**src/morse_pkg.sv**
```systemverilog
`timescale 1ns / 1ps

package morse_pkg;

  localparam int unsigned MaxSyms  = 5;
  localparam int unsigned NumChars = 36;
  localparam int unsigned NumAlpha = 26;

  localparam logic [7:0] SymDot    = 8'h2E;
  localparam logic [7:0] SymDash   = 8'h2D;
  localparam logic [7:0] SymSep    = 8'h7C;
  localparam logic [7:0] CharA     = 8'h41;
  localparam logic [7:0] CharZ     = 8'h5A;
  localparam logic [7:0] Char0     = 8'h30;
  localparam logic [7:0] Char9     = 8'h39;

  localparam logic DirEncode = 1'b0;
  localparam logic DirDecode = 1'b1;

  // bits[k] is set when symbol k is a dash
  typedef struct packed {
    logic [2:0] len;
    logic [4:0] bits;
  } code_t;

  typedef struct packed {
    logic       hit;
    logic [7:0] chr;
  } dec_res_t;

  // entries 0..25 are A..Z, 26..35 are 0..9
  function automatic code_t itu_code(input logic [5:0] idx);
    code_t c;
    case (idx)
      6'd0:  c = '{3'd2, 5'b00010};
      6'd1:  c = '{3'd4, 5'b00001};
      6'd2:  c = '{3'd4, 5'b00101};
      6'd3:  c = '{3'd3, 5'b00001};
      6'd4:  c = '{3'd1, 5'b00000};
      6'd5:  c = '{3'd4, 5'b00100};
      6'd6:  c = '{3'd3, 5'b00011};
      6'd7:  c = '{3'd4, 5'b00000};
      6'd8:  c = '{3'd2, 5'b00000};
      6'd9:  c = '{3'd4, 5'b01110};
      6'd10: c = '{3'd3, 5'b00101};
      6'd11: c = '{3'd4, 5'b00010};
      6'd12: c = '{3'd2, 5'b00011};
      6'd13: c = '{3'd2, 5'b00001};
      6'd14: c = '{3'd3, 5'b00111};
      6'd15: c = '{3'd4, 5'b00110};
      6'd16: c = '{3'd4, 5'b01011};
      6'd17: c = '{3'd3, 5'b00010};
      6'd18: c = '{3'd3, 5'b00000};
      6'd19: c = '{3'd1, 5'b00001};
      6'd20: c = '{3'd3, 5'b00100};
      6'd21: c = '{3'd4, 5'b01000};
      6'd22: c = '{3'd3, 5'b00110};
      6'd23: c = '{3'd4, 5'b01001};
      6'd24: c = '{3'd4, 5'b01101};
      6'd25: c = '{3'd4, 5'b00011};
      6'd26: c = '{3'd5, 5'b11111};
      6'd27: c = '{3'd5, 5'b11110};
      6'd28: c = '{3'd5, 5'b11100};
      6'd29: c = '{3'd5, 5'b11000};
      6'd30: c = '{3'd5, 5'b10000};
      6'd31: c = '{3'd5, 5'b00000};
      6'd32: c = '{3'd5, 5'b00001};
      6'd33: c = '{3'd5, 5'b00011};
      6'd34: c = '{3'd5, 5'b00111};
      6'd35: c = '{3'd5, 5'b01111};
      default: c = '{3'd0, 5'b00000};
    endcase
    return c;
  endfunction

  function automatic logic [7:0] entry_char(input logic [5:0] idx);
    logic [7:0] wide;
    wide = {2'b00, idx};
    return (wide < 8'(NumAlpha)) ? (CharA + wide) : (Char0 + wide - 8'(NumAlpha));
  endfunction

endpackage

```
**src/morse_codec.sv**
```systemverilog
`timescale 1ns / 1ps

// Morse encoder / decoder on a byte stream.
// s_axis carries one input byte per beat; m_axis returns result beats with
// tlast marking the final beat caused by that input byte. cfg_* writes the
// direction bit (0 encode, 1 decode); write it only while the block is idle.
// Encode: A-Z and 0-9 give one '.' or '-' beat per symbol and then a '|'
// beat with tlast set; any other byte gives no beat.
// Decode: '.' and '-' gather a code of up to five symbols, '|' gives the
// matching character as one beat with tlast set, or nothing.
// An input byte is registered as a job in the emit stage; its result beats
// (1 to 6) load one per cycle into the output register while m_axis_tready
// allows, and the next byte is taken as the last of them loads. Bytes with
// one result or none are taken every cycle while m_axis_tready is high.
// Reset clears the direction to encode and empties the decode code.
// When m_axis_tready is low the output beat holds; once a job waits behind
// it, s_axis_tready stays low until that job has loaded its last beat.
module morse_codec
  import morse_pkg::*;
(
  input  logic       clk_i,
  input  logic       rst_ni,
  input  logic       s_axis_tvalid,
  output logic       s_axis_tready,
  input  logic [7:0] s_axis_tdata,   // [7:0] in_byte
  output logic       m_axis_tvalid,
  input  logic       m_axis_tready,
  output logic [7:0] m_axis_tdata,   // [7:0] out_byte
  output logic       m_axis_tlast,
  input  logic       cfg_valid_i,
  output logic       cfg_ready_o,
  input  logic       cfg_data_i
);

  logic       dir_q;

  logic       job_valid_q, job_valid_d;
  logic [2:0] job_len_q, job_len_d;
  logic [2:0] job_pos_q, job_pos_d;
  logic [4:0] job_bits_q, job_bits_d;
  logic [7:0] job_final_q, job_final_d;

  logic       out_valid_q, out_valid_d;
  logic [7:0] out_byte_q, out_byte_d;
  logic       out_last_q, out_last_d;

  logic       out_load, job_at_final, in_fire;
  logic       enc_hit, new_hit;
  logic [5:0] enc_idx;
  code_t      enc_code;
  dec_res_t   dec_res;

  assign cfg_ready_o = 1'b1;

  morse_dec u_dec (
    .clk_i  (clk_i),
    .rst_ni (rst_ni),
    .step_i (in_fire && dir_q == DirDecode),
    .byte_i (s_axis_tdata),
    .res_o  (dec_res)
  );

  always_comb begin
    enc_hit = 1'b0;
    enc_idx = '0;
    if (s_axis_tdata inside {[CharA:CharZ]}) begin
      enc_hit = 1'b1;
      enc_idx = 6'(s_axis_tdata - CharA);
    end else if (s_axis_tdata inside {[Char0:Char9]}) begin
      enc_hit = 1'b1;
      enc_idx = 6'(s_axis_tdata - Char0 + 8'(NumAlpha));
    end
    enc_code = itu_code(enc_idx);
  end

  always_comb begin
    out_load      = job_valid_q && (!out_valid_q || m_axis_tready);
    job_at_final  = job_pos_q == job_len_q;
    s_axis_tready = !job_valid_q || (out_load && job_at_final);
    in_fire       = s_axis_tvalid && s_axis_tready;
    new_hit       = (dir_q == DirDecode) ? dec_res.hit : enc_hit;

    job_valid_d = job_valid_q;
    job_len_d   = job_len_q;
    job_pos_d   = job_pos_q;
    job_bits_d  = job_bits_q;
    job_final_d = job_final_q;
    if (out_load) begin
      if (job_at_final) begin
        job_valid_d = 1'b0;
      end else begin
        job_pos_d = job_pos_q + 3'd1;
      end
    end
    if (in_fire && new_hit) begin
      job_valid_d = 1'b1;
      job_pos_d   = '0;
      if (dir_q == DirDecode) begin
        job_len_d   = '0;
        job_bits_d  = '0;
        job_final_d = dec_res.chr;
      end else begin
        job_len_d   = enc_code.len;
        job_bits_d  = enc_code.bits;
        job_final_d = SymSep;
      end
    end

    out_valid_d = out_valid_q;
    out_byte_d  = out_byte_q;
    out_last_d  = out_last_q;
    if (out_load) begin
      out_valid_d = 1'b1;
      out_last_d  = job_at_final;
      if (job_at_final) begin
        out_byte_d = job_final_q;
      end else begin
        out_byte_d = job_bits_q[job_pos_q] ? SymDash : SymDot;
      end
    end else if (m_axis_tready) begin
      out_valid_d = 1'b0;
    end
  end

  always_ff @(posedge clk_i or negedge rst_ni) begin
    if (!rst_ni) begin
      dir_q       <= DirEncode;
      job_valid_q <= 1'b0;
      job_pos_q   <= '0;
      job_len_q   <= '0;
      out_valid_q <= 1'b0;
    end else begin
      if (cfg_valid_i && cfg_ready_o) begin
        dir_q <= cfg_data_i;
      end
      job_valid_q <= job_valid_d;
      job_pos_q   <= job_pos_d;
      job_len_q   <= job_len_d;
      out_valid_q <= out_valid_d;
    end
  end

  always_ff @(posedge clk_i) begin
    job_bits_q  <= job_bits_d;
    job_final_q <= job_final_d;
    out_byte_q  <= out_byte_d;
    out_last_q  <= out_last_d;
  end

  assign m_axis_tvalid = out_valid_q;
  assign m_axis_tdata  = out_byte_q;
  assign m_axis_tlast  = out_last_q;

  a_pos_in_range: assert property (@(posedge clk_i) disable iff (!rst_ni)
    job_valid_q |-> job_pos_q <= job_len_q)
    else $error("emit position past the end of the job");

  a_ready_only_when_draining: assert property (@(posedge clk_i) disable iff (!rst_ni)
    s_axis_tready && job_valid_q |-> out_load && job_at_final)
    else $error("input taken while a job still has beats to send");

  a_mid_beats_are_symbols: assert property (@(posedge clk_i) disable iff (!rst_ni)
    out_valid_q && !out_last_q |-> out_byte_q == SymDot || out_byte_q == SymDash)
    else $error("non-final beat is not a dot or dash");

  a_load_sets_valid: assert property (@(posedge clk_i) disable iff (!rst_ni)
    out_load |=> out_valid_q)
    else $error("output register lost a loaded beat");

endmodule

```
**src/morse_dec.sv**
```systemverilog
`timescale 1ns / 1ps

module morse_dec
  import morse_pkg::*;
(
  input  logic     clk_i,
  input  logic     rst_ni,
  input  logic     step_i,
  input  logic [7:0] byte_i,
  output dec_res_t res_o
);

  logic [4:0] code_bits_q, code_bits_d;
  logic [2:0] code_len_q, code_len_d;
  logic       code_invalid_q, code_invalid_d;

  // match the gathered code against the table
  always_comb begin
    code_t c;
    res_o = '0;
    for (int i = 0; i < NumChars; i++) begin
      c = itu_code(6'(i));
      if (!res_o.hit && c.len == code_len_q && c.bits == code_bits_q) begin
        res_o.hit = 1'b1;
        res_o.chr = entry_char(6'(i));
      end
    end
    if (byte_i != SymSep || code_len_q == 3'd0 || code_invalid_q) begin
      res_o.hit = 1'b0;
    end
  end

  always_comb begin
    code_bits_d    = code_bits_q;
    code_len_d     = code_len_q;
    code_invalid_d = code_invalid_q;
    if (step_i) begin
      if (byte_i == SymDot || byte_i == SymDash) begin
        if (code_len_q >= 3'(MaxSyms)) begin
          code_invalid_d = 1'b1;
        end else begin
          if (byte_i == SymDash) begin
            code_bits_d[code_len_q] = 1'b1;
          end
          code_len_d = code_len_q + 3'd1;
        end
      end else if (byte_i == SymSep) begin
        code_bits_d    = '0;
        code_len_d     = '0;
        code_invalid_d = 1'b0;
      end else begin
        code_invalid_d = 1'b1;
      end
    end
  end

  always_ff @(posedge clk_i or negedge rst_ni) begin
    if (!rst_ni) begin
      code_bits_q    <= '0;
      code_len_q     <= '0;
      code_invalid_q <= 1'b0;
    end else begin
      code_bits_q    <= code_bits_d;
      code_len_q     <= code_len_d;
      code_invalid_q <= code_invalid_d;
    end
  end

  a_len_bounded: assert property (@(posedge clk_i) disable iff (!rst_ni)
    code_len_q <= 3'(MaxSyms))
    else $error("symbol count beyond five");

  a_sep_clears: assert property (@(posedge clk_i) disable iff (!rst_ni)
    step_i && byte_i == SymSep |=> code_len_q == 3'd0 && !code_invalid_q && code_bits_q == 5'd0)
    else $error("separator did not clear the code");

  a_bits_in_len: assert property (@(posedge clk_i) disable iff (!rst_ni)
    (code_bits_q >> code_len_q) == 5'd0)
    else $error("dash bit set beyond the gathered length");

endmodule

```
**config.mk**
```make
export PLATFORM = sky130hd
export DESIGN_NAME = morse_codec
export DESIGN_NICKNAME = d
export VERILOG_FILES = /design/src/morse_pkg.sv /design/src/morse_codec.sv /design/src/morse_dec.sv
export SDC_FILE = /design/constraint.sdc
export NUM_CORES = 1
export LEC_CHECK = 0
export BUFFER_PORTS_ARGS = -buffer_cell sky130_fd_sc_hd__buf_2
export CAP_MARGIN = 15
export CORE_MARGIN = 1.5
export CORE_UTILIZATION = 55
export CTS_CLUSTER_DIAMETER = 40
export DETAILED_ROUTE_END_ITERATION = 8
export HOLD_SLACK_MARGIN = 0.02
export PLACE_DENSITY = 0.77
export SYNTH_ARGS = -nofsm -noshare
export SYNTH_HDL_FRONTEND = slang
export SYNTH_HIERARCHICAL = 1
export SYNTH_SLANG_ARGS = --single-unit
```
**constraint.sdc**
```tcl
create_clock -name clk_i -period 3.35 [get_ports clk_i]
set_input_delay 0 -clock clk_i [delete_from_list [all_inputs] [get_ports clk_i]]
set_output_delay 0 -clock clk_i [all_outputs]
set_load 0.05 [all_outputs]
```
* Word level (Yosys, flattened, before mapping) *
Memory sizes are Yosys's and may differ from the RTL's.
Index checks and enable logic that the tools add are counted.

operators by class
  add/subtract/negate cells = 5
  divide/modulo/power cells = 0
  multipliers = 0
  reductions and logical operators = 136
  bitwise logic cells = 2
  equal/unequal tests = 32
  shift-type cells = 0
  mux-type cells = 67
  order comparisons = 8

operator list
  cell                                                                          count
  9-bit 2-to-1 mux                                                              36
  1-bit logical AND                                                             79
  1-bit zero test                                                               37
  36-bit OR reduction                                                           1
  4-bit by 5-bit == test with 1-bit output, first input constant                6
  5-bit == test, first input constant                                           5
  22-bit OR reduction                                                           1
  3-bit 2-to-1 mux                                                              7
  3-bit by 5-bit == test with 1-bit output, first input constant                4
  5-bit 2-to-1 mux                                                              4
  8-bit by 6-bit == test with 1-bit output, second input constant               2
  1-bit 2-to-1 mux                                                              14
  6-bit 2-to-1 mux                                                              2
  11-bit OR reduction                                                           1
  2-bit by 5-bit == test with 1-bit output, first input constant                2
  8-bit by 7-bit == test with 1-bit output, second input constant               1
  8-bit by 6-bit >= comparator with 1-bit output, second input constant         1
  8-bit by 7-bit >= comparator with 1-bit output, second input constant         1
  8-bit by 6-bit <= comparator with 1-bit output, second input constant         1
  8-bit by 7-bit <= comparator with 1-bit output, second input constant         1
  3-bit by 4-bit less-than comparator with 1-bit output, second input constant  2
  8-bit 2-to-1 mux                                                              1
  8-bit by 7-bit inequality test with 1-bit output, second input constant       1
  2-bit nonzero test                                                            4
  other kinds (25)                                                              36

storage, ports and cells
  memories kept = 1
  ROM bits = 512
  bits in latches = 0
  output and inout bits = 12
  word-level logic and storage cells = 267
  memory bits (writable) = 0
  flip-flop bits (word level) = 40
  input port bits = 14

memory list
  name              words  bits a word  rd ports  clocked after memory_dff  wr ports  line             text
  (name not given)  64     8            1         0                         0         morse_pkg.sv:34  case (idx)

* Logic depth before layout (Yosys ltp) *
  depth after elaboration = 148
  gate-level depth with buffers = 13

* Hierarchy *
Netlist, hierarchy kept.

by module, submodules not included
  module       area each (um^2)  instances  cells an instance
  morse_codec  2393.5            1          237
  morse_dec    1413.9            1          195

* Least setup slack after synthesis *
No wires, ideal clock.

  path type = reg-to-reg
  from = reg out_valid_q, in the netlist m_axis_tvalid
  to = reg u_dec.code_bits_q[3]
  slack = -569 ps
  stages on the path, launching flop included = 9
  data required time = 3273 ps
  period minus slack after synthesis = 3919 ps
  buffers on the path = 0
  data arrival time = 3842 ps
  path through = dfrtp_1 -> nor2b_1 -> o41ai_1 -> nand2_1 -> nor2_1 -> nand2_1 -> nor4_1 -> nand3_1 -> a21oi_1

between the ends
  word-level cells in the longest chain between the ends = 8

ends and longest elaborated chain
  what                           line                text
  from (decl)                    morse_codec.sv:43   logic out_valid_q, out_valid_d;
  from (signal assigned)         morse_codec.sv:139  out_valid_q <= out_valid_d;
  1-bit zero test                morse_codec.sv:77   out_load = job_valid_q && (!out_valid_q || m_axis_tready);
  1-bit logical OR               morse_codec.sv:77
  1-bit logical AND              morse_codec.sv:77
  1-bit logical AND              morse_codec.sv:79   s_axis_tready = !job_valid_q || (out_load && job_at_final);
  1-bit logical OR               morse_codec.sv:79
  named net s_axis_tready        morse_codec.sv:24   output logic s_axis_tready,
  1-bit logical AND              morse_codec.sv:80   in_fire = s_axis_tvalid && s_axis_tready;
  1-bit logical AND              morse_codec.sv:58   .step_i (in_fire && dir_q == DirDecode),
  4-bit AND reduction (no line)  --
  to (signal assigned)           morse_dec.sv:63     code_bits_q <= code_bits_d;
  to (decl)                      morse_dec.sv:13     logic [4:0] code_bits_q, code_bits_d;

The timed path passes the listed nets, and every way through them passes these cells.
A chain may end at the register's enable or synchronous reset.

==> flow_metrics.env <==
export IMPL_status="complete, no violations"
export IMPL_fp_dieW_um=86.2
export IMPL_synth_edf_count=22
export IMPL_synthesis_nets=464
export IMPL_synth_cell_types=91
export IMPL_tightest_slew_ps=740
export IMPL_htree_levels=2
export IMPL_slew_headroom=0.502
export IMPL_pwr_share_clk=0.226
export IMPL_io_pins=26
export IMPL_rsz0062_at_grt="false"
export IMPL_cp_arrival_ps=3370
export IMPL_rows=30
export IMPL_drtPass1Iterations=5
export IMPL_p_sw_mw=0.714
export IMPL_core_area_um2=6760
export IMPL_n_antenna_cell=0
export IMPL_antenna_found_initial=0
export IMPL_finalHoldViolCount=0
export IMPL_cts_reportedPaths_clkPinSlew_ps=80
export IMPL_wl_per_cell_um=17.2
export IMPL_required_ps=3560
export IMPL_routed_wl_um=9540
export IMPL_syn_area_per_cell_um2=8.81
export IMPL_post_route_drc_count=0
export IMPL_p_int_mw=1.09
export IMPL_syn2layout_area_growth_pct=12.7
export IMPL_hold_class="input pin to asynchronous set/reset pin"
export IMPL_fin_nets=506
export IMPL_port_buffer_count=24
export IMPL_final_setup_tns_ps=0
export IMPL_dr_wl_met3_um=590
export IMPL_p_sw_frac=0.395
export IMPL_highest_layer="met4"
export IMPL_cts_tree="built"
export IMPL_final_util=0.635
export IMPL_grt_use_total=0.262
export IMPL_wl_met1_um=4020
export IMPL_vias_per_cell=6.58
export IMPL_cts_root_buf="clkbuf_8"
export IMPL_whs_ps=174
export IMPL_p_leak_nw=1.72
export IMPL_setup_viol=0
export IMPL_endpoint_kind="register"
export IMPL_max_vdd_ir_drop_mv=0.173
export IMPL_clockBufferDepth=2
export IMPL_fmaxAchievable_mhz=316
export IMPL_ys_async_sr_fraction=0.450
export IMPL_final_setup_skew_ps=4.25
export IMPL_vias=3652
export IMPL_critPathLaunchType="register"
export IMPL_ys_seq_elements=40
export IMPL_seqPwrFrac=0.392
export IMPL_synthFlopType="edfxtp_1"
export IMPL_gp_congestion=0.939
export IMPL_met2RoutedLength_um=4700
export IMPL_syn_inst=432
export IMPL_r2r_setup_slack_ps=190
export IMPL_clk_latency_ps=300
export IMPL_first_iter_violations=313
export IMPL_first_global_vias=3380
export IMPL_period_minus_slack_ps=3160
export IMPL_numCtsBuffers=5
export IMPL_syn_area_um2=3810
export IMPL_r2r_start="u_dec/code_len_q[0]"
export IMPL_yosysWarnings=6
export IMPL_cp_cell_sequence="ha_1 -> ha_1 -> nand2_1 -> a21oi_1 -> a211o_2 -> nor4_4 -> nand2_2 -> o311a_1 -> nor2_1 -> a211o_1 -> buf_4 -> a21oi_1 -> a211oi_1"
export IMPL_die_y_um=86.2
export IMPL_crit_fanout=6
export IMPL_die_area_um2=7430
export IMPL_final_antenna_net_count=0
export IMPL_ys_seq_area_frac=0.292
export IMPL_place_hpwl_um=6950
export IMPL_initial_utilization=0.564
export IMPL_grt_pass1_wl_um=15700
export IMPL_setup_worst_path_start="u_dec/code_len_q[0]"
export IMPL_max_cap_violations=0
export IMPL_grt_overflow=0
export IMPL_grt_start_max_net_pins=19
export IMPL_power_density_nw_per_um2=422
export IMPL_finalCritPeriodShare=0.944
export IMPL_cp_slowest_cell="dfrtp_2"
export IMPL_drive_gt1_frac=0.215
export IMPL_path_class="register to register"
export IMPL_critPathMaxStageDelay_ps=450
export IMPL_clock_sinks=40
export IMPL_pwr_share_comb=0.382
export IMPL_final_max_slew_viol_count=0
cells by family after synthesis:
logic type	after synthesis	share of synthesized area
XOR/XNOR	13	0.0335
multiplexers	7	0.0227
AO/OA/AOI/OAI	132	0.271
flip-flops	40	0.292
other	2	0.00197
buffers and inverters	48	0.0644
AND/OR/NAND/NOR	171	0.253
adder cells (fa/ha/maj)	19	0.0618
layout make-up:
cell class	count	area, um^2
fillers	586	2470
multi-input cells	344	2460
repair buffers	60	410
clock buffers	5	68.8
clock inverters	3	46.3
flip-flops and latches	40	1110
inverters	23	90.1
well taps	80	100
layout by cell type (no fill, tap or decap), types with 7 or more instances in the layout:
master / netlist / final
nand2_1: 37 / 37
nor2_1: 30 / 30
buf_4: 5 / 30
buf_2: 7 / 24
a21oi_1: 23 / 23
edfxtp_1: 22 / 22
o21ai_0: 21 / 21
inv_1: 21 / 20
ha_1: 18 / 18
nand2b_1: 16 / 16
nor3_1: 15 / 15
dfrtp_1: 18 / 15
and2_1: 10 / 10
nor4_1: 10 / 10
nand3_1: 9 / 9
xor2_1: 8 / 8
a211oi_1: 7 / 7
worst paths after layout:
path,end,cells after the start
max,job_len_q[2],13
min,u_dec/code_bits_q[1],2
max reg2reg,job_len_q[2],13
min reg2reg,u_dec/code_invalid_q,2
max in group asynchronous,u_dec/code_len_q[0],2
min in group clk_i,u_dec/code_bits_q[4],4
state kept, by name, indices dropped and copies added (netlist names):
| name | cells |
|---|---|
| job_len_q | 3 |
| u_dec/code_bits_q | 5 |
| u_dec/code_len_q | 3 |
| job_pos_q | 3 |
| job_valid_q | 1 |
| dir_q | 1 |
| m_axis_tvalid | 1 |
| m_axis_tdata | 8 |
| m_axis_tlast | 1 |
| job_final_q | 8 |
| u_dec/code_invalid_q | 1 |
| job_bits_q | 5 |
Yosys cell counts (5+ instances only):
| library cell | instances | area, um^2 |
|---|---|---|
| buf_2 | 7 | 35.0 |
| a21oi_1 | 23 | 115 |
| nand2_1 | 37 | 139 |
| xor2_1 | 8 | 70.1 |
| or4_1 | 5 | 37.5 |
| a21boi_0 | 5 | 37.5 |
| nand3_1 | 9 | 45.0 |
| clkbuf_1 | 8 | 30.0 |
| nor2_1 | 30 | 113 |
| nor4_1 | 10 | 62.6 |
| a32o_1 | 5 | 50.1 |
| ha_1 | 18 | 225 |
| buf_6 | 5 | 56.3 |
| edfxtp_1 | 22 | 661 |
| a211oi_1 | 7 | 52.6 |
| buf_4 | 5 | 37.5 |
| inv_1 | 21 | 78.8 |
| nand2b_1 | 16 | 100 |
| and2_1 | 10 | 62.6 |
| nor2b_1 | 5 | 31.3 |
| dfrtp_1 | 18 | 450 |
| o21ai_0 | 21 | 105 |
| nor3_1 | 15 | 75.1 |
| a2111oi_0 | 5 | 43.8 |
metrics by stage:
stage                     worst slack (ps)  std cells  cell area [um^2]  power [mW]
final                                  189        555              4290        1.81
after global routing                  15.4        555              4290        1.90
after CTS                             35.5        549              4230        1.81
after detailed placement              84.6        537              4070        1.39
after global placement                 200        537              4070        1.37
after floorplan                        269        432              3810        1.23
metal layers:
metal,global-route usage,vias up
met5,0,-
met4,0.0982,0
met3,0.0324,25
met2,0.447,181
met1,0.342,1725
li1,-,1721
power by group through the flow:
stage	Combinational [mW]	Clock (mW)	Sequential [mW]
6_report	0.690	0.409	0.709
5_1_grt	0.746	0.435	0.720
4_1_cts	0.682	0.417	0.709
3_5_place_dp	0.669	0	0.718
3_3_place_gp	0.656	0	0.716
2_1_floorplan	0.350	0	0.876
worst max-delay path: cells and delay by family (launching register included):
kind | cells | cell delay (ps)
compound gates | 6 | 1270
fa+ha+maj | 2 | 440
flops | 1 | 450
buf+inv | 1 | 160
simple gates | 4 | 750
timing repair:
action,in CTS,in global routing
setup endpoints to repair,0,17
hold buffers,4,0
endpoints found under the hold margin,20,0
resized for setup,0,4
setup buffers,0,6
(Power assumes the default switching activity.)
